## config.mk

```make
export PLATFORM = sky130hd
export DESIGN_NAME = two_group_quorum_vote_tally_core
export DESIGN_NICKNAME = d
export VERILOG_FILES = /design/src/hw/rtl/tgqvt_pkg.sv /design/src/hw/rtl/two_group_quorum_vote_tally_core.sv
export SDC_FILE = /design/constraint.sdc
export NUM_CORES = 1
export LEC_CHECK = 0
export BUFFER_PORTS_ARGS = -buffer_cell sky130_fd_sc_hd__buf_2
export CORE_ASPECT_RATIO = 1.5
export CORE_UTILIZATION = 61
export DETAILED_ROUTE_END_ITERATION = 7
export GPL_TIMING_DRIVEN = 0
export HOLD_SLACK_MARGIN = 0.15
export PLACE_DENSITY_LB_ADDON = 0.25
export SKIP_LAST_GASP = 1
export SYNTH_ARGS = -nofsm -noshare
export SYNTH_HDL_FRONTEND = slang
export SYNTH_SLANG_ARGS = --single-unit
```

## constraint.sdc

```tcl
create_clock -name clk -period 17.2 [get_ports clk]
set_input_delay 2.58 -clock clk [delete_from_list [all_inputs] [get_ports clk]]
set_output_delay 2.58 -clock clk [all_outputs]
set_load 0.03 [all_outputs]
```

## src/hw/rtl/tgqvt_pkg.sv

```systemverilog
// Shared types and constants for the two-group quorum vote tally.
package tgqvt_pkg;

  localparam int MAX_MEMBERS = 16;
  localparam int IDX_W       = $clog2(MAX_MEMBERS);
  localparam int LIM_W       = $clog2(MAX_MEMBERS + 1);
  localparam int SIZE_W      = 5;
  localparam int CNT_W       = 8;
  localparam int ID_W        = 64;
  localparam int SLOT_W      = 4;
  localparam int CFG_IDX_W   = 2;

  localparam logic [1:0] OP_LOAD   = 2'd0;
  localparam logic [1:0] OP_ACCEPT = 2'd1;
  localparam logic [1:0] OP_REJECT = 2'd2;
  localparam logic [1:0] OP_CLEAR  = 2'd3;

  localparam logic [CFG_IDX_W-1:0] REG_FIRST_SIZE  = CFG_IDX_W'(0);
  localparam logic [CFG_IDX_W-1:0] REG_SECOND_SIZE = CFG_IDX_W'(1);

  typedef struct packed {
    logic [1:0]        opcode;
    logic [ID_W-1:0]   node_id;
    logic [SLOT_W-1:0] slot;
  } in_item_t;

  typedef struct packed {
    logic in_first_group;
    logic round_accepted;
    logic round_rejected;
    logic round_complete;
  } out_item_t;

endpackage

```

## src/hw/rtl/two_group_quorum_vote_tally_core.sv

```systemverilog
// Two-group quorum vote tally: ID slots, one shared ID comparator, counters, status.
//
// Usage:
//   Input channel (in_valid/in_ready/in_data) takes one word per item: load an
//   ID into a slot, cast an accept or reject vote, or clear the tally.
//   Output channel (out_valid/out_ready/out_data) returns one status word per
//   item: group-one hit flag plus accepted, rejected and complete flags.
//   Config channel (cfg_valid/cfg_ready/cfg_index/cfg_data) sets the group
//   sizes, always ready; written only while the block is idle (a user duty).
// Timing:
//   A vote walks the stored IDs through one 64-bit comparator, one slot per
//   cycle over min(first_group_size, 16) slots. Loads and clears skip the
//   walk. One item is in flight at a time; in_ready rises in the same cycle
//   as out_valid.
// Reset: counters, group sizes, sequencer and out_valid clear; ID slots keep
//   whatever they held and must be loaded before they are matched.
// Stall: a result waits in the output register; the block takes the next
//   word meanwhile but holds that result until the register is free.
module two_group_quorum_vote_tally_core
  import tgqvt_pkg::*;
(
  input  logic                 clk,
  input  logic                 rst,
  input  logic                 in_valid,
  output logic                 in_ready,
  input  in_item_t             in_data,
  output logic                 out_valid,
  input  logic                 out_ready,
  output out_item_t            out_data,
  input  logic                 cfg_valid,
  output logic                 cfg_ready,
  input  logic [CFG_IDX_W-1:0] cfg_index,
  input  logic [SIZE_W-1:0]    cfg_data
);

  localparam logic [1:0] ST_IDLE   = 2'd0;
  localparam logic [1:0] ST_SEARCH = 2'd1;
  localparam logic [1:0] ST_UPDATE = 2'd2;
  localparam logic [1:0] ST_DONE   = 2'd3;

  logic [1:0]        state;
  logic [1:0]        state_next;

  logic [SIZE_W-1:0] first_size;
  logic [SIZE_W-1:0] second_size;

  logic [ID_W-1:0]   member_ids [MAX_MEMBERS];
  logic [ID_W-1:0]   rd_data;
  logic              cmp_en;

  logic [1:0]        op;
  logic [ID_W-1:0]   id;
  logic [LIM_W-1:0]  idx;
  logic [LIM_W-1:0]  lim;
  logic              hit;

  logic [CNT_W-1:0]  accepts_first;
  logic [CNT_W-1:0]  accepts_second;
  logic [CNT_W-1:0]  rejects_first;
  logic [CNT_W-1:0]  rejects_second;

  logic              in_fire;
  logic              out_free;
  out_item_t         status;

  function automatic logic [CNT_W-1:0] sat_inc(input logic [CNT_W-1:0] v);
    sat_inc = (v == {CNT_W{1'b1}}) ? v : v + CNT_W'(1);
  endfunction

  assign in_ready  = (state == ST_IDLE);
  assign in_fire   = in_valid && in_ready;
  assign out_free  = !out_valid || out_ready;
  assign cfg_ready = 1'b1;

  assign lim = (32'(first_size) > MAX_MEMBERS) ? LIM_W'(MAX_MEMBERS) : LIM_W'(first_size);

  // Configuration registers
  always_ff @(posedge clk) begin
    if (rst) begin
      first_size  <= '0;
      second_size <= '0;
    end else if (cfg_valid && cfg_ready) begin
      if (cfg_index == REG_FIRST_SIZE) begin
        first_size <= cfg_data;
      end else if (cfg_index == REG_SECOND_SIZE) begin
        second_size <= cfg_data;
      end
    end
  end

  // ID slot memory: write on a load word, registered read at the walk index
  always_ff @(posedge clk) begin
    if (in_fire && in_data.opcode == OP_LOAD && 32'(in_data.slot) < MAX_MEMBERS) begin
      member_ids[in_data.slot[IDX_W-1:0]] <= in_data.node_id;
    end
    rd_data <= member_ids[idx[IDX_W-1:0]];
  end

  always_comb begin
    state_next = state;
    unique case (state)
      ST_IDLE: begin
        if (in_fire) begin
          state_next = (in_data.opcode == OP_ACCEPT || in_data.opcode == OP_REJECT)
                       ? ST_SEARCH : ST_UPDATE;
        end
      end
      ST_SEARCH: begin
        if (idx >= lim) begin
          state_next = ST_UPDATE;
        end
      end
      ST_UPDATE: state_next = ST_DONE;
      ST_DONE: begin
        if (out_free) begin
          state_next = ST_IDLE;
        end
      end
      default: state_next = ST_IDLE;
    endcase
  end

  // Sequencer, walk index and shared comparator
  always_ff @(posedge clk) begin
    if (rst) begin
      state  <= ST_IDLE;
      cmp_en <= 1'b0;
      idx    <= '0;
      hit    <= 1'b0;
    end else begin
      state <= state_next;
      if (in_fire) begin
        hit <= 1'b0;
      end else if (cmp_en && rd_data == id) begin
        // compare the slot read on the previous cycle
        hit <= 1'b1;
      end
      if (in_fire) begin
        idx    <= '0;
        cmp_en <= 1'b0;
      end else if (state == ST_SEARCH && idx < lim) begin
        idx    <= idx + LIM_W'(1);
        cmp_en <= 1'b1;
      end else begin
        cmp_en <= 1'b0;
      end
    end
  end

  always_ff @(posedge clk) begin
    if (in_fire) begin
      op <= in_data.opcode;
      id <= in_data.node_id;
    end
  end

  // Tally counters
  always_ff @(posedge clk) begin
    if (rst) begin
      accepts_first  <= '0;
      accepts_second <= '0;
      rejects_first  <= '0;
      rejects_second <= '0;
    end else if (state == ST_UPDATE) begin
      case (op)
        OP_ACCEPT: begin
          if (hit) accepts_first <= sat_inc(accepts_first);
          else     accepts_second <= sat_inc(accepts_second);
        end
        OP_REJECT: begin
          if (hit) rejects_first <= sat_inc(rejects_first);
          else     rejects_second <= sat_inc(rejects_second);
        end
        OP_CLEAR: begin
          accepts_first  <= '0;
          accepts_second <= '0;
          rejects_first  <= '0;
          rejects_second <= '0;
        end
        default: ;
      endcase
    end
  end

  // Round status from the updated counters
  always_comb begin
    status.in_first_group = hit;
    status.round_accepted =
      ({1'b0, accepts_first}  >= (CNT_W+1)'(first_size >> 1) + (CNT_W+1)'(1)) &&
      ({1'b0, accepts_second} >= (CNT_W+1)'(second_size >> 1) + (CNT_W+1)'(1));
    status.round_rejected =
      ({1'b0, rejects_first}  >= ((CNT_W+1)'(first_size) + (CNT_W+1)'(1)) >> 1) ||
      ({1'b0, rejects_second} >= ((CNT_W+1)'(second_size) + (CNT_W+1)'(1)) >> 1);
    status.round_complete =
      ((CNT_W+1)'(accepts_first) + (CNT_W+1)'(rejects_first) == (CNT_W+1)'(first_size)) &&
      ((CNT_W+1)'(accepts_second) + (CNT_W+1)'(rejects_second) == (CNT_W+1)'(second_size));
  end

  // Output register: load on leaving ST_DONE, drop when taken
  always_ff @(posedge clk) begin
    if (rst) begin
      out_valid <= 1'b0;
    end else if (state == ST_DONE && out_free) begin
      out_valid <= 1'b1;
    end else if (out_ready) begin
      out_valid <= 1'b0;
    end
  end

  always_ff @(posedge clk) begin
    if (state == ST_DONE && out_free) begin
      out_data <= status;
    end
  end

`ifndef SYNTHESIS
  a_walk_bound: assert property (@(posedge clk) disable iff (rst)
    state == ST_SEARCH |-> idx <= lim)
    else $error("slot walk ran past the group-one limit");

  a_accept_route: assert property (@(posedge clk) disable iff (rst)
    in_valid && in_ready |=> (state == ST_SEARCH || state == ST_UPDATE))
    else $error("accepted word did not start the sequencer");

  a_clear_zero: assert property (@(posedge clk) disable iff (rst)
    state == ST_UPDATE && op == OP_CLEAR |=>
      (accepts_first == '0 && accepts_second == '0 &&
       rejects_first == '0 && rejects_second == '0))
    else $error("clear left a nonzero counter");

  a_result_source: assert property (@(posedge clk) disable iff (rst)
    $rose(out_valid) |-> $past(state) == ST_DONE)
    else $error("result raised outside the done state");

  a_no_hit_non_vote: assert property (@(posedge clk) disable iff (rst)
    state == ST_DONE && (op == OP_LOAD || op == OP_CLEAR) |-> !hit)
    else $error("group-one hit flagged for a load or clear");
`endif

endmodule
```

==> metrics <==
Vias/cell=6.70; ys async rst share=0%; # DRC=0; initial antenna violation count=13; clock share of power=40.3%; Bufs on Longest Clock Path=3; Setup-failing EPs final=0; Synth Area in Compound Gates=1.61%; vias in the first global route=24.5k; R2R cell count=11; Pins Over Slew Limit=0; fin crit share=30.8%; placed instance area=0.0496 sq mm; CTS tree=built; switching part of the total power=21.3%; initial core utilization=61.8%; startpoint types=input port; hold-fix buffers at CTS=0; Die ar.=0.0773 sq mm; RD Place Congestion=0.908; EDFF count, synth=1094; via count=23.6k; Final Power=6.03 mW; post-synthesis xor/xnor area fraction=1.64%; H-tree depth=3; post-CTS sizing=0; fmax=189 MHz; Avg Inst Size Synth=21.5 sq um; final clock skew=0.0274 ns; transition time of the tightest slew-check pin=1.19 ns; Leak=17.0 nW; post-synthesis mux area share=15.8%; hold path cells=1; Hold Violations, Final=0; clk sink count=1210; Area growth syn-to-layout=14.3%; clk_lat worst skew=0.68 ns; status=completed; gr usage total=31.1%; First-pass DRT Iterations=8; layout net count=2573; RSZ-0062 raised after global routing=no; Die Y=340 um; NetSw=1.28 mW; largest family of logic cells by synthesized area=multiplexers; CORE AREA=0.0753 sq mm; Post-CTS Setup Repair Bufs=0; TritonCTS buffer count=107; register area share after synthesis=75.7%; post-route ant nets=0; CTS root buffer=clkbuf_16; peak supply drop=0.101 mV; number of core rows=123; area fraction of the dominant cell type after synthesis=70.7%; warnings from Yosys=0; fill count=4256; first-pass GRT wire length=167000 um; Crit Path Class=input port to register; Slew HR=20.7%; Post-Syn Area=0.0465 sq mm; part of the power in registers=54.5%; largest net degree at the start of global routing=47; Syn Inst Count=2162; Die X=227 um; share of cells above drive strength 1=27.9%; synthesized flop and latch total=1210; grt ovf=0; Clock transition at path regs=0.07 ns; WL/cell=32.8 um; combinational share of power=5.2%; Synth Area in Adders=1.59%; Setup crit end kind=register; worst path required time=17.57 ns; I/O pins=89; IO Port Bufs=87; Synth area leader=edfxtp_1; Distinct cells, synth=61; CP arrival=5.66 ns; Design Area, Final=0.0531 sq mm; Post-Synth Simple-Gate Area=2.54%; final WL=116000 um; Hold Crit Class=register to register; Post-synth top flop=edfxtp_1; Power Dens Cells=113 mW/mm^2; syn_nets=2302; Pint=4.75 mW; hpwl dp=72500 um; Critical Path Fanout Max=46; Area contributors post-synth=edfxtp_1, mux4_2, dfxtp_1, ha_1, xor2_1; Max-cap violations=0; Starting DRT DRC Count=2958; minimum clock period=5.30 ns
## cell families (layout without fill, tap and decap cells)
group           after synthesis  after routing
xor+xnor                     86             86
simple gates                232            232
other cells                   1              6
fa+ha+maj                    58             58
mux                         334            334
flops                      1210           1210
compound gates              112            112
buf+inv                     129            489
## flip-flops by register name (all words and copies together) (netlist names), 8 cells and up
name,flops
member_ids,1024
id,64
rd_data,64
accepts_first,8
accepts_second,8
rejects_first,8
rejects_second,8
## metrics by stage
stage	TNS [ns]	hold slack [ns]	utilization, %	instances	setup WS, ns
3_5_place_dp	0	0.530	65.9	3324	11.27
5_1_grt	0	0.599	70.6	3524	11.81
3_3_place_gp	-287.26	0.504	64.0	3249	-1.27
2_1_floorplan	0	0.483	-	2162	6.98
4_1_cts	0	0.554	70.6	3522	11.94
6_report	0	0.565	70.6	3527	11.90
## metal layers
| metal | track usage (%) | part of all wire [%] | routed length (um) | up-vias |
|---|---|---|---|---|
| met5 | 0 | 0.10 | 118 | - |
| met4 | 15.2 | 5.3 | 6140 | 18 |
| met3 | 6.70 | 9.0 | 10400 | 383 |
| met2 | 51.5 | 51 | 58900 | 1489 |
| met1 | 39.1 | 35 | 40200 | 12236 |
| li1 | - | - | - | 9518 |
## critical path, cell delays in order
cell and delay [ns]:
buf_2 0.09, and2_1 0.11, clkbuf_4 0.50, buf_16 0.35, nand4_1 0.43, nor3_2 0.74, buf_6 0.26, buf_6 0.20
buf_6 0.18, buf_8 0.17
## power by group through the flow
stage	clock (mW)	combinational, mW	sequential (mW)
final	2.43	0.312	3.28
after global routing	2.55	0.327	3.29
after CTS	2.44	0.309	3.28
after detailed placement	0	0.305	3.35
after global placement	0	0.284	3.35
after floorplan	0	0.160	3.34
## cell type report
class,instances,area [sq um],share of cell area [%]
buffer,88,383,0.720
inverter,41,154,0.290
tap,1000,1250,2.35
timing repair buffer,162,1740,3.28
sequential,1210,35200,66.2
clock buffer,139,2930,5.51
antenna,5,12.5,0.0235
multi-input combinational,823,10900,20.5
clock inverter,59,609,1.15
## cell usage in the layout (no fill, tap or decap), drive strengths merged, types with 11 or more instances in the layout
cell type / n
clkbuf: 191
xor2: 62
nor3: 11
mux4: 320
bufinv: 12
edfxtp: 1094
clkinv: 42
o21ai: 17
dfxtp: 116
ha: 56
inv: 43
nand3: 20
a21o: 11
nand2: 35
buf: 198
nand4: 15
nor2: 77
a21oi: 31
mux2i: 13
nor4: 19
xnor2: 24
## Yosys cell counts (all sizes together), types with 24 or more instances
| cell | instances |
|---|---|
| a21oi | 31 |
| buf | 36 |
| clkbuf | 52 |
| dfxtp | 116 |
| edfxtp | 1094 |
| ha | 56 |
| inv | 40 |
| mux4 | 320 |
| nand2 | 35 |
| nor2 | 77 |
| xnor2 | 24 |
| xor2 | 62 |
## path summary, 6_finish.rpt
| check | startpoint | to | slack, ns |
|---|---|---|---|
| setup reg to reg | state[1] | member_ids[12][22] | 13.15 |
| setup / recovery | in_valid | member_ids[12][22] | 11.90 |
| hold / removal | rejects_first[7] | rejects_first[7] | 0.57 |
| hold reg to reg | rejects_first[7] | rejects_first[7] | 0.57 |
No activity file was read; power rests on OpenSTA's default activity.
